==> src/ifd_pkg.sv <==
package ifd_pkg;

  // Frame layout
  localparam int unsigned FRAME_BYTES = 11;
  localparam int unsigned POS_W       = 4;
  localparam logic [POS_W-1:0] POS_HUNT = 4'd0;
  localparam logic [POS_W-1:0] POS_CSUM = 4'(FRAME_BYTES - 1);

  localparam logic [7:0] HEADER_RESET = 8'h55;

  // Kind byte codes as they arrive on the line
  localparam logic [7:0] KB_ACCEL = 8'h51;
  localparam logic [7:0] KB_GYRO  = 8'h52;
  localparam logic [7:0] KB_ANGLE = 8'h53;
  localparam logic [7:0] KB_MAG   = 8'h54;
  localparam logic [7:0] KB_REG   = 8'h5F;

  typedef enum logic [2:0] {
    KIND_ACCEL = 3'd0,
    KIND_GYRO  = 3'd1,
    KIND_ANGLE = 3'd2,
    KIND_MAG   = 3'd3,
    KIND_REG   = 3'd4,
    KIND_OTHER = 3'd5
  } frame_kind_t;

  typedef enum logic [1:0] {
    STAT_OK        = 2'd0,
    STAT_CSUM_ERR  = 2'd1,
    STAT_BAD_KIND  = 2'd2
  } frame_status_t;

  // Result sideband: kind in the low bits, status above, zero pad to a byte
  typedef struct packed {
    logic [2:0]    pad;
    frame_status_t status;
    frame_kind_t   kind;
  } out_user_t;

  function automatic frame_kind_t kind_of(input logic [7:0] kb);
    frame_kind_t k;
    unique case (kb)
      KB_ACCEL: k = KIND_ACCEL;
      KB_GYRO:  k = KIND_GYRO;
      KB_ANGLE: k = KIND_ANGLE;
      KB_MAG:   k = KIND_MAG;
      KB_REG:   k = KIND_REG;
      default:  k = KIND_OTHER;
    endcase
    return k;
  endfunction

endpackage

==> src/imu_frame_decoder_top.sv <==
// Channel  | Dir | Payload                                       | Transfer
// in_      | in  | tdata[7:0] rx_data                            | in_tvalid & in_tready
// out_     | out | tdata 64b four words, tuser kind/status       | out_tvalid & out_tready
// cfg_     | in  | cfg_data[7:0] header_byte                     | cfg_valid & cfg_ready
//
// One byte is taken per cycle; the checksum byte yields a result in the next cycle.
// The only stall is on the checksum byte while the result register still holds a
// result that has not been taken; all other bytes are taken regardless.
// cfg_ready is always high. Reset (rst_n low, synchronous) returns to header hunt
// with header_byte 0x55 and drops any pending result.
module imu_frame_decoder_top (
  input  logic        clk,
  input  logic        rst_n,
  input  logic        in_tvalid,
  output logic        in_tready,
  input  logic [7:0]  in_tdata,   // [7:0] rx_data
  output logic        out_tvalid,
  input  logic        out_tready,
  output logic [63:0] out_tdata,  // [15:0] axis_x, [31:16] axis_y, [47:32] axis_z,
                                  // [63:48] extra_word
  output logic [7:0]  out_tuser,  // [2:0] frame_kind, [4:3] frame_status, [7:5] zero
  input  logic        cfg_valid,
  output logic        cfg_ready,
  input  logic [7:0]  cfg_data
);
  import ifd_pkg::*;

  logic [POS_W-1:0] pos_r, pos_nxt;
  logic [7:0]       sum_r, sum_nxt;
  logic [7:0]       hdr_r;
  logic [7:0]       store_r [1:9];
  logic             out_valid_r;
  logic [63:0]      out_data_r;
  out_user_t        out_user_r, out_user_nxt;

  logic in_xfer;
  logic at_csum;
  logic hunting;

  assign hunting   = (pos_r == POS_HUNT);
  assign at_csum   = (pos_r >= POS_CSUM);
  assign cfg_ready = 1'b1;
  // only the checksum byte needs a free result slot
  assign in_tready = !at_csum || !out_valid_r || out_tready;
  assign in_xfer   = in_tvalid && in_tready;

  // Advance position and running sum
  always_comb begin
    pos_nxt = pos_r;
    sum_nxt = sum_r;
    if (in_xfer) begin
      if (hunting) begin
        if (in_tdata == hdr_r) begin
          pos_nxt = 4'd1;
          sum_nxt = in_tdata;
        end
      end else if (at_csum) begin
        pos_nxt = POS_HUNT;
        sum_nxt = 8'd0;
      end else begin
        pos_nxt = pos_r + 4'd1;
        sum_nxt = sum_r + in_tdata;
      end
    end
  end

  // Decode the closing frame
  always_comb begin
    out_user_nxt        = '0;
    out_user_nxt.kind   = kind_of(store_r[1]);
    if (in_tdata != sum_r) begin
      out_user_nxt.status = STAT_CSUM_ERR;
    end else if (out_user_nxt.kind == KIND_OTHER) begin
      out_user_nxt.status = STAT_BAD_KIND;
    end else begin
      out_user_nxt.status = STAT_OK;
    end
  end

  // Control state
  always_ff @(posedge clk) begin
    if (!rst_n) begin
      pos_r       <= POS_HUNT;
      sum_r       <= 8'd0;
      hdr_r       <= HEADER_RESET;
      out_valid_r <= 1'b0;
    end else begin
      pos_r <= pos_nxt;
      sum_r <= sum_nxt;
      if (cfg_valid && cfg_ready) begin
        hdr_r <= cfg_data;
      end
      if (in_xfer && at_csum) begin
        out_valid_r <= 1'b1;
      end else if (out_tready) begin
        out_valid_r <= 1'b0;
      end
    end
  end

  // Hold frame bytes 1 to 9; byte 0 only feeds the sum
  for (genvar i = 1; i <= 9; i++) begin : g_store
    always_ff @(posedge clk) begin
      if (in_xfer && (pos_r == 4'(i))) begin
        store_r[i] <= in_tdata;
      end
    end
  end

  // Load the result register
  always_ff @(posedge clk) begin
    if (in_xfer && at_csum) begin
      out_user_r <= out_user_nxt;
      out_data_r <= {store_r[9], store_r[8], store_r[7], store_r[6],
                     store_r[5], store_r[4], store_r[3], store_r[2]};
    end
  end

  assign out_tvalid = out_valid_r;
  assign out_tdata  = out_data_r;
  assign out_tuser  = out_user_r;

endmodule

==> config.mk <==
export PLATFORM = sky130hd
export DESIGN_NAME = imu_frame_decoder_top
export DESIGN_NICKNAME = d
export VERILOG_FILES = /design/src/ifd_pkg.sv /design/src/imu_frame_decoder_top.sv
export SDC_FILE = /design/constraint.sdc
export NUM_CORES = 1
export LEC_CHECK = 0
export BUFFER_PORTS_ARGS = -buffer_cell sky130_fd_sc_hd__buf_2
export CORE_MARGIN = 5
export CORE_UTILIZATION = 50
export CTS_CLUSTER_SIZE = 24
export DETAILED_ROUTE_END_ITERATION = 6
export PLACE_DENSITY = 0.81
export SYNTH_ARGS = -nofsm -noshare
export SYNTH_HDL_FRONTEND = slang
export SYNTH_SLANG_ARGS = --single-unit
export TNS_END_PERCENT = 5
==> constraint.sdc <==
create_clock -name clk -period 5.85 [get_ports clk]
set_clock_uncertainty 0.1 [all_clocks]
set_input_delay 1.755 -clock clk [delete_from_list [all_inputs] [get_ports clk]]
set_output_delay 1.755 -clock clk [all_outputs]
set_load 0.02 [all_outputs]
==> out/metrics.csv, run 1 <==
metric,value,unit
status,finished clean,
ys_seq_area_share,80.2,%
grt_pass1_wl,17400,microns
final.setup.worst_slack,1.71,ns
layout_commonest_cell,edfxtp_1,
clkLatencyLatePin,0.41,ns
worstHoldPathCells,0,
grt_pass1_vias,3162,
track_usage,16.3,%
min_path_type,reg -> reg,
start_util,50.8,%
worstMarginPinSlew,0.779,ns
cts_tree,done,
leakage,2.61,nW
reg2regPathDepth,7,
antenna_found_initial,0,
hold_viol_final,0,
yosysWarnings,0,
clock.fmax,242,MHz
port_buffers,91,
crit_chain,buf_2 > nor2b_1 > nand2_1 > buf_2,
fp.dieW,118,microns
cts_max_level,4,
synth_cells,327,
cp_max_fo,3,
root_buffer,clkbuf_16,
grt_max_degree,48,
ys_seq_elements,162,
io_pins,96,
final_core_util,60.8,%
grt_use_met2,26.0,%
fin_tns_setup,0,ns
crit_type,in -> out,
antennaDiodeCount,0,
whs,0.313,ns
grt_util_met1,20.9,%
crit_path_start_kind,input pin,
slew_headroom,47.9,%
synth_async_sr_flop_share,0,%
rows,39,
area_delta_synth_final,19.7,%
postCtsHoldBufs,0,
report.final.slew_viol_count,0,
remaining_drc_errors,0,
total_power,2.34,mW
endpoint_kind,primary output,
wl_per_cell,18.6,microns
arrival,2.28,ns
final_cell_mix,"edfxtp_1 (141), buf_2 (91), dfxtp_1 (21), nand2_1 (18), clkbuf_16 (17)",
netlist_area,0.00580,sq mm
fillers,827,
ys_types,44,
path_clk_slew,0.06,ns
die_y,118,microns
drtAntennaViolNets,0,
avgSynthCellArea,17.8,sq um
max_stage_delay,0.18,ns
critPathSlowestCell,buf_2,
cts_sinks,162,
viasPerCell,5.33,
min_period,4.14,ns
gp_routability_congestion,0.884,
cts_setup_buffers,0,
cp_common_cell,buf_2,
fin_nets,462,
initialDrtViolationCount,290,
stdcell_area,0.00695,sq mm
peakVddDrop,0.000457,V
drive_above_1_share,28.7,%
period_share,70.7,%
place_ws,1.72,ns
dp.cells,553,
dpl.hpwl,7070,microns
cts_buffer_depth,2,
wl,10900,microns
synth_flop_cell,edfxtp_1,
cts_resized,0,
numCtsBuffers,17,
dpl_cell_area,0.00639,sq mm
drv_cap,0,
first_pass_iters,5,
grtUsageMet3,6.25,%
stdcell_count,585,
finalSetupViolations,0,
synth_edf_count,141,
dieArea,0.0139,sq mm
overflow,0,
power.density,337,mW/mm^2
core_area,0.0114,sq mm
crit_required,3.99,ns
dr_total_vias,3120,
rsz0062_at_grt,false,
busiest_layer,met2,
-- cell usage after synthesis, types with 3 or more instances --
library cell | n | area (sq um)
a21oi_1 | 9 | 45.0
nor2b_1 | 7 | 43.8
o211a_1 | 6 | 60.1
and3_1 | 8 | 50.1
mux2i_1 | 8 | 80.1
and2_1 | 6 | 37.5
o21ai_0 | 10 | 50.1
nand2_1 | 18 | 67.6
edfxtp_1 | 141 | 4230
xor2_1 | 9 | 78.8
xnor2_1 | 5 | 43.8
inv_1 | 3 | 11.3
nor4_1 | 3 | 18.8
a22oi_1 | 3 | 22.5
ha_1 | 11 | 138
buf_4 | 4 | 30.0
nand3_1 | 9 | 45.0
clkbuf_1 | 4 | 15.0
a21o_1 | 3 | 22.5
dfxtp_1 | 21 | 420
nor2_1 | 10 | 37.5
-- final timing paths --
check	from	end	slack, ns
worst max-delay path	out_tready	in_tready	1.71
worst min-delay path	store_r[5][6]$_DFFE_PP_	out_tdata[30]$_DFFE_PP_	0.31
worst max register to register	pos_r[0]$_SDFFE_PN0P_	out_tdata[7]$_DFFE_PP_	2.71
worst min register to register	store_r[5][6]$_DFFE_PP_	out_tdata[30]$_DFFE_PP_	0.31
-- metal layers --
layer  part of all wire (%)  routed length, microns
met2                     50                    5420
met5                      0                       0
met1                     42                    4530
met4                   0.44                      48
met3                    8.2                     897
-- power breakdown --
group | switching (mW) | internal, mW | total [mW]
clock | 0.444 | 0.593 | 1.04
sequential | 0.00310 | 1.25 | 1.25
combinational | 0.0353 | 0.0182 | 0.0535
-- cells by family (layout without fill, tap and decap cells) --
family / count (synthesis) / in the layout / synth area share, %
flip-flops: 162 / 162 / 80.2
AND/OR/NAND/NOR: 73 / 73 / 6.75
AO/OA/AOI/OAI: 42 / 42 / 5.28
XOR/XNOR: 14 / 14 / 2.11
buffers and inverters: 14 / 127 / 1.44
adder cells (fa/ha/maj): 12 / 12 / 2.72
multiplexers: 8 / 8 / 1.38
other: 2 / 4 / 0.129
-- worst max-delay path: cells and delay by family --
kind	cells	cell delay, ns
buffers and inverters	2	0.28
and+or+nand+nor	2	0.25
-- state kept, by name, summed over array words and instances (netlist names) --
signal,flops
hdr_r,8
out_tdata,64
out_tuser,5
out_tvalid,1
pos_r,4
store_r,72
sum_r,8
-- layout make-up --
type	instances	area, sq um	share of cell area (%)
clock buffer	19	433	6.23
sequential	162	4650	67.0
clock inverter	13	125	1.80
timing repair buffer	92	463	6.66
inverter	3	11.3	0.162
tap	143	179	2.58
multi-input combinational	153	1080	15.6
Note: power is estimated with default switching activity, not from simulation.
==> run 2: changes to the inputs <==
==> constraint.sdc (replaced) <==
create_clock -name clk -period 3.8 [get_ports clk]
set_clock_uncertainty 0.1 [all_clocks]
set_input_delay 1.14 -clock clk [delete_from_list [all_inputs] [get_ports clk]]
set_output_delay 1.14 -clock clk [all_outputs]
set_load 0.02 [all_outputs]
==> run 2 against run 1 <==
Clock power up 56%. First-iteration DRC count up 12%. Largest cell class unchanged. Highest routed layer unchanged. Routed wire length up 0.84%.
==> out/metrics.csv, run 2 (synthesized netlist as in run 1, its figures left out) <==
metric,value,unit,change
cts_max_level,4,,unchanged
min_period,3.12,ns,
grt_pass1_wl,17500,microns,+0.32%
drive_above_1_share,29.5,%,+0.77 points
status,finished clean,,
wl_per_cell,18.7,microns,+0.50%
dpl.hpwl,7240,microns,+2.3%
io_pins,96,,unchanged
track_usage,16.3,%,about the same
rsz0062_at_grt,false,,
path_clk_slew,0.07,ns,about the same
cts_tree,done,,
cts_setup_buffers,0,,unchanged
fin_tns_setup,0,ns,unchanged
crit_path_start_kind,register,,
largest_reg_flops,72,,unchanged
largest-register,store_r,,
endpoint_kind,primary output,,
core_area,0.0114,sq mm,unchanged
wl,11000,microns,+0.84%
clock.fmax,320,MHz,
finalSetupViolations,0,,unchanged
max_stage_delay,0.41,ns,+0.23 ns
antennaDiodeCount,0,,unchanged
cts_sinks,162,,unchanged
rrSetupSlack,1.05,ns,-1.66 ns
peakVddDrop,0.000317,V,-31%
remaining_drc_errors,0,,unchanged
first_pass_iters,5,,unchanged
drv_cap,0,,unchanged
root_buffer,clkbuf_16,,
viasPerCell,5.34,,+0.11%
arrival,1.88,ns,-0.40 ns
initialDrtViolationCount,326,,+12%
period_share,82.1,%,
crit_chain,inv_1 > ha_1 > o31a_4 > nand2_1 > buf_2,,
overflow,0,,unchanged
cts_buffer_depth,2,,unchanged
total_power,3.63,mW,+55%
layout_commonest_cell,edfxtp_1,,
whs,0.312,ns,-0.00108 ns
grtUsageMet3,5.48,%,-0.77 points
hold_viol_final,0,,unchanged
critPathSlowestCell,dfxtp_1,,
grt_util_met1,21.3,%,+0.42 points
grt_use_met2,26.0,%,unchanged
antenna_found_initial,0,,unchanged
area_delta_synth_final,20.4,%,
dieArea,0.0139,sq mm,unchanged
fp.dieW,118,microns,unchanged
path_buf_inv,2,,unchanged
crit_type,reg -> out,,
cp_max_fo,6,,+3
cts_resized,0,,unchanged
busiest_layer,met2,,
grt_pass1_vias,3085,,-2.4%
drtAntennaViolNets,0,,unchanged
crit_required,2.56,ns,-1.43 ns
gp_routability_congestion,0.831,,-6.0%
fin_nets,464,,+0.43%
leakage,2.64,nW,+1.0%
rows,39,,unchanged
numCtsBuffers,17,,unchanged
port_buffers,91,,unchanged
grt_max_degree,53,,+10%
slew_headroom,46.4,%,-1.5 points
clkLatencyLatePin,0.41,ns,about the same
cpLargestDelayFamily,flip-flops,,
start_util,50.8,%,unchanged
dr_total_vias,3134,,+0.45%
power.density,520,mW/mm^2,+54%
postCtsHoldBufs,0,,unchanged
die_y,118,microns,unchanged
report.final.slew_viol_count,0,,unchanged
final_cell_mix,"edfxtp_1 (141), buf_2 (91), dfxtp_1 (21), nand2_1 (18), clkbuf_16 (17)",,
min_path_type,reg -> reg,,
worstMarginPinSlew,0.800,ns,+0.0218 ns
[run 2: cell types whose count changed in the layout (fill, tap and decap cells not counted)]
cell,change
clkbuf_1,-2
clkinv_2,+2
buf_12,+1
buf_4,+1
clkinv_8,+1
clkinvlp_2,-1
inv_6,-1
inv_8,+1
[run 2: worst paths after layout]
kind              cells after the start               startpoint                 endpoint
setup / recovery                      5    pos_r[0]$_SDFFE_PN0P_                in_tready
hold / removal                        0  store_r[3][5]$_DFFE_PP_  out_tdata[13]$_DFFE_PP_
setup reg to reg                      7    pos_r[0]$_SDFFE_PN0P_   out_tdata[9]$_DFFE_PP_
hold reg to reg                       0  store_r[3][5]$_DFFE_PP_  out_tdata[13]$_DFFE_PP_
[run 2: worst register-to-register path, delay by kind of cell, from the launching register on]
kind	cells	cell delay [ns]
adder cells (fa/ha/maj)	1	0.27
flip-flops	1	0.41
AO/OA/AOI/OAI	1	0.34
buffers and inverters	2	0.47
AND/OR/NAND/NOR	3	0.80
[run 2: final cells by class]
cell class / count / area, sq um
Fill cell: 807 / 4430
Timing Repair Buffer: 94 / 490
Sequential cell: 162 / 4650
Clock buffer: 17 / 425
Tap cell: 143 / 179
Multi-Input combinational cell: 153 / 1080
Clock inverter: 15 / 149
Inverter: 3 / 11.3
[run 2: report_power, final]
| part | internal [mW] | switching, mW | leakage, nW |
|---|---|---|---|
| combinational | 0.0294 | 0.0539 | 0.929 |
| clock | 0.920 | 0.703 | 0.275 |
| sequential | 1.92 | 0.00496 | 1.44 |
| total | 2.87 | 0.762 | 2.64 |
[run 2: stage by stage]
step                      instances  instance area [sq um]  setup slack [ns]  util, %
after floorplan                 329                   5820             0.677        -
after global placement          555                   6420             0.776     56.2
after detailed placement        555                   6420             0.725     56.2
after CTS                       587                   6990             0.666     61.2
after global routing            587                   6990             0.597     61.2
final                           587                   6990             0.679     61.2
[run 2: routing by layer]
layer | wire (microns) | vias to the layer above | part of all wire, %
met2 | 5390 | 152 | 49
met4 | 133 | 0 | 1.2
met1 | 4560 | 1518 | 41
met5 | 0 | - | 0
met3 | 913 | 12 | 8.3
li1 | - | 1452 | -
==> run 3: changes to the inputs <==
==> constraint.sdc (replaced) <==
create_clock -name clk -period 2.6 [get_ports clk]
set_clock_uncertainty 0.1 [all_clocks]
set_input_delay 0.78 -clock clk [delete_from_list [all_inputs] [get_ports clk]]
set_output_delay 0.78 -clock clk [all_outputs]
set_load 0.02 [all_outputs]
==> run 3 against run 2 <==
Flip-flop and latch count is the same. Clock power grew 45%. Register-to-register slack lost 0.75 ns. Sequential power grew 46%. Routed wire length grew 4.4%. Die area is the same. Utilization grew 1.1 points. Count of clock-buffer cells in the layout grew 1. Combinational power grew 57%. Sequential share of layout area shrank 1.2 points.
==> out/metrics.csv, run 3 (synthesized netlist as in run 1, its figures left out) <==
metric,value,unit,change
numCtsBuffers,17,,unchanged
path_clk_slew,0.06,ns,about the same
grt_pass1_vias,3322,,+7.7%
grt_max_degree,27,,-49%
layout_commonest_cell,edfxtp_1,,
dpl_cell_area,0.00655,sq mm,+2.1%
peakVddDrop,0.000434,V,+37%
grt_use_met2,27.8,%,+1.8 points
wl,11500,microns,+4.4%
drv_cap,0,,unchanged
hold_viol_final,0,,unchanged
stdcell_count,597,,+1.7%
fillers,789,,-2.2%
finalSetupViolations,0,,unchanged
stdcell_area,0.00712,sq mm,+1.8%
rows,39,,unchanged
track_usage,17.3,%,+1.1 points
largest_reg_flops,72,,unchanged
drtAntennaViolNets,0,,unchanged
start_util,50.8,%,unchanged
gp_routability_congestion,0.875,,+5.3%
final_cell_mix,"edfxtp_1 (141), buf_2 (90), dfxtp_1 (20), nand2_1 (17), clkbuf_16 (17)",,
leakage,2.73,nW,+3.3%
min_path_type,reg -> reg,,
cts_max_level,4,,unchanged
core_area,0.0114,sq mm,unchanged
antennaDiodeCount,0,,unchanged
overflow,0,,unchanged
seqCellArea,0.00466,sq mm,about the same
min_period,2.53,ns,
total_power,5.30,mW,+46%
grt_util_met1,22.2,%,+0.87 points
remaining_drc_errors,0,,unchanged
die_y,118,microns,unchanged
cts_tree,done,,
status,finished clean,,
grt_pass1_wl,18600,microns,+6.3%
dieArea,0.0139,sq mm,unchanged
worstHoldPathCells,0,,unchanged
slew_headroom,48.4,%,+2.0 points
reg2regPathDepth,7,,unchanged
fin_tns_setup,0,ns,unchanged
crit_type,reg -> out,,
report.final.slew_viol_count,0,,unchanged
area_delta_synth_final,22.7,%,
largest-register,store_r,,
crit_required,1.72,ns,-0.84 ns
clock.fmax,396,MHz,
crit_path_start_kind,register,,
wl_per_cell,19.2,microns,+2.6%
cp_max_fo,6,,unchanged
multi_input_area,0.00111,sq mm,+2.3%
dpl.hpwl,7850,microns,+8.5%
port_buffers,91,,unchanged
clkLatencyLatePin,0.41,ns,about the same
drive_above_1_share,31.7,%,+2.2 points
final.setup.worst_slack,0.0745,ns,-0.605 ns
root_buffer,clkbuf_16,,
place_ws,-0.0797,ns,-0.805 ns
fp.dieW,118,microns,unchanged
rsz0062_at_grt,false,,
fin_nets,475,,+2.4%
viasPerCell,5.44,,+1.9%
whs,0.310,ns,-0.00202 ns
initialDrtViolationCount,335,,+2.8%
dr_total_vias,3248,,+3.6%
busiest_layer,met2,,
cts_sinks,162,,unchanged
cts_buffer_depth,2,,unchanged
grtUsageMet3,5.19,%,-0.29 points
final_core_util,62.3,%,+1.1 points
worstMarginPinSlew,0.771,ns,-0.0297 ns
first_pass_iters,5,,unchanged
arrival,1.65,ns,-0.23 ns
io_pins,96,,unchanged
power.density,745,mW/mm^2,+43%
period_share,97.1,%,
endpoint_kind,primary output,,
antenna_found_initial,0,,unchanged
postCtsHoldBufs,0,,unchanged
dp.cells,566,,+2.0%
[run 3: changes by cell type in the layout (fill, tap and decap cells not counted), moves of 2 or more]
cell and delta:
nand2_4 +2, clkinv_2 +2, inv_6 -2, buf_12 +2, clkinvlp_4 -2, clkinv_4 +2
inv_8 -2, buf_4 +10
[run 3: path summary, 6_finish.rpt]
path	slack, ns	end	start
setup / recovery	0.07	in_tready	pos_r[0]$_SDFFE_PN0P_
hold / removal	0.31	out_tdata[35]$_DFFE_PP_	store_r[6][3]$_DFFE_PP_
setup reg to reg	0.30	store_r[8][2]$_DFFE_PP_	pos_r[0]$_SDFFE_PN0P_
hold reg to reg	0.31	out_tdata[35]$_DFFE_PP_	store_r[6][3]$_DFFE_PP_
[run 3: timing repair]
| item | in CTS | in global routing |
|---|---|---|
| gates resized for setup | 0 | 2 |
| endpoints found under the setup margin | 0 | 1 |
| setup buffers | 0 | 0 |
[run 3: final cells by class]
| type | count | share of cell area, % |
|---|---|---|
| sequential | 162 | 65.4 |
| clock buffer | 18 | 6.03 |
| inverter | 3 | 0.158 |
| timing repair buffer | 105 | 8.44 |
| multi-input combinational | 153 | 15.5 |
| tap | 143 | 2.51 |
| clock inverter | 13 | 1.90 |
[run 3: layer usage]
layer | up-vias | wire, microns
li1 | 1475 | -
met1 | 1607 | 4700
met2 | 148 | 5790
met4 | 0 | 184
met3 | 18 | 810
met5 | - | 0
[run 3: critical path, stage by stage, from the launching register on]
cell and delay [ns]:
dfxtp_4 0.37, inv_2 0.06, ha_4 0.17, o31a_4 0.38, nand2_4 0.10, buf_4 0.14
[run 3: where the power goes]
part | switching (mW) | internal, mW
clock | 0.948 | 1.41
combinational | 0.0821 | 0.0491
sequential | 0.00665 | 2.81
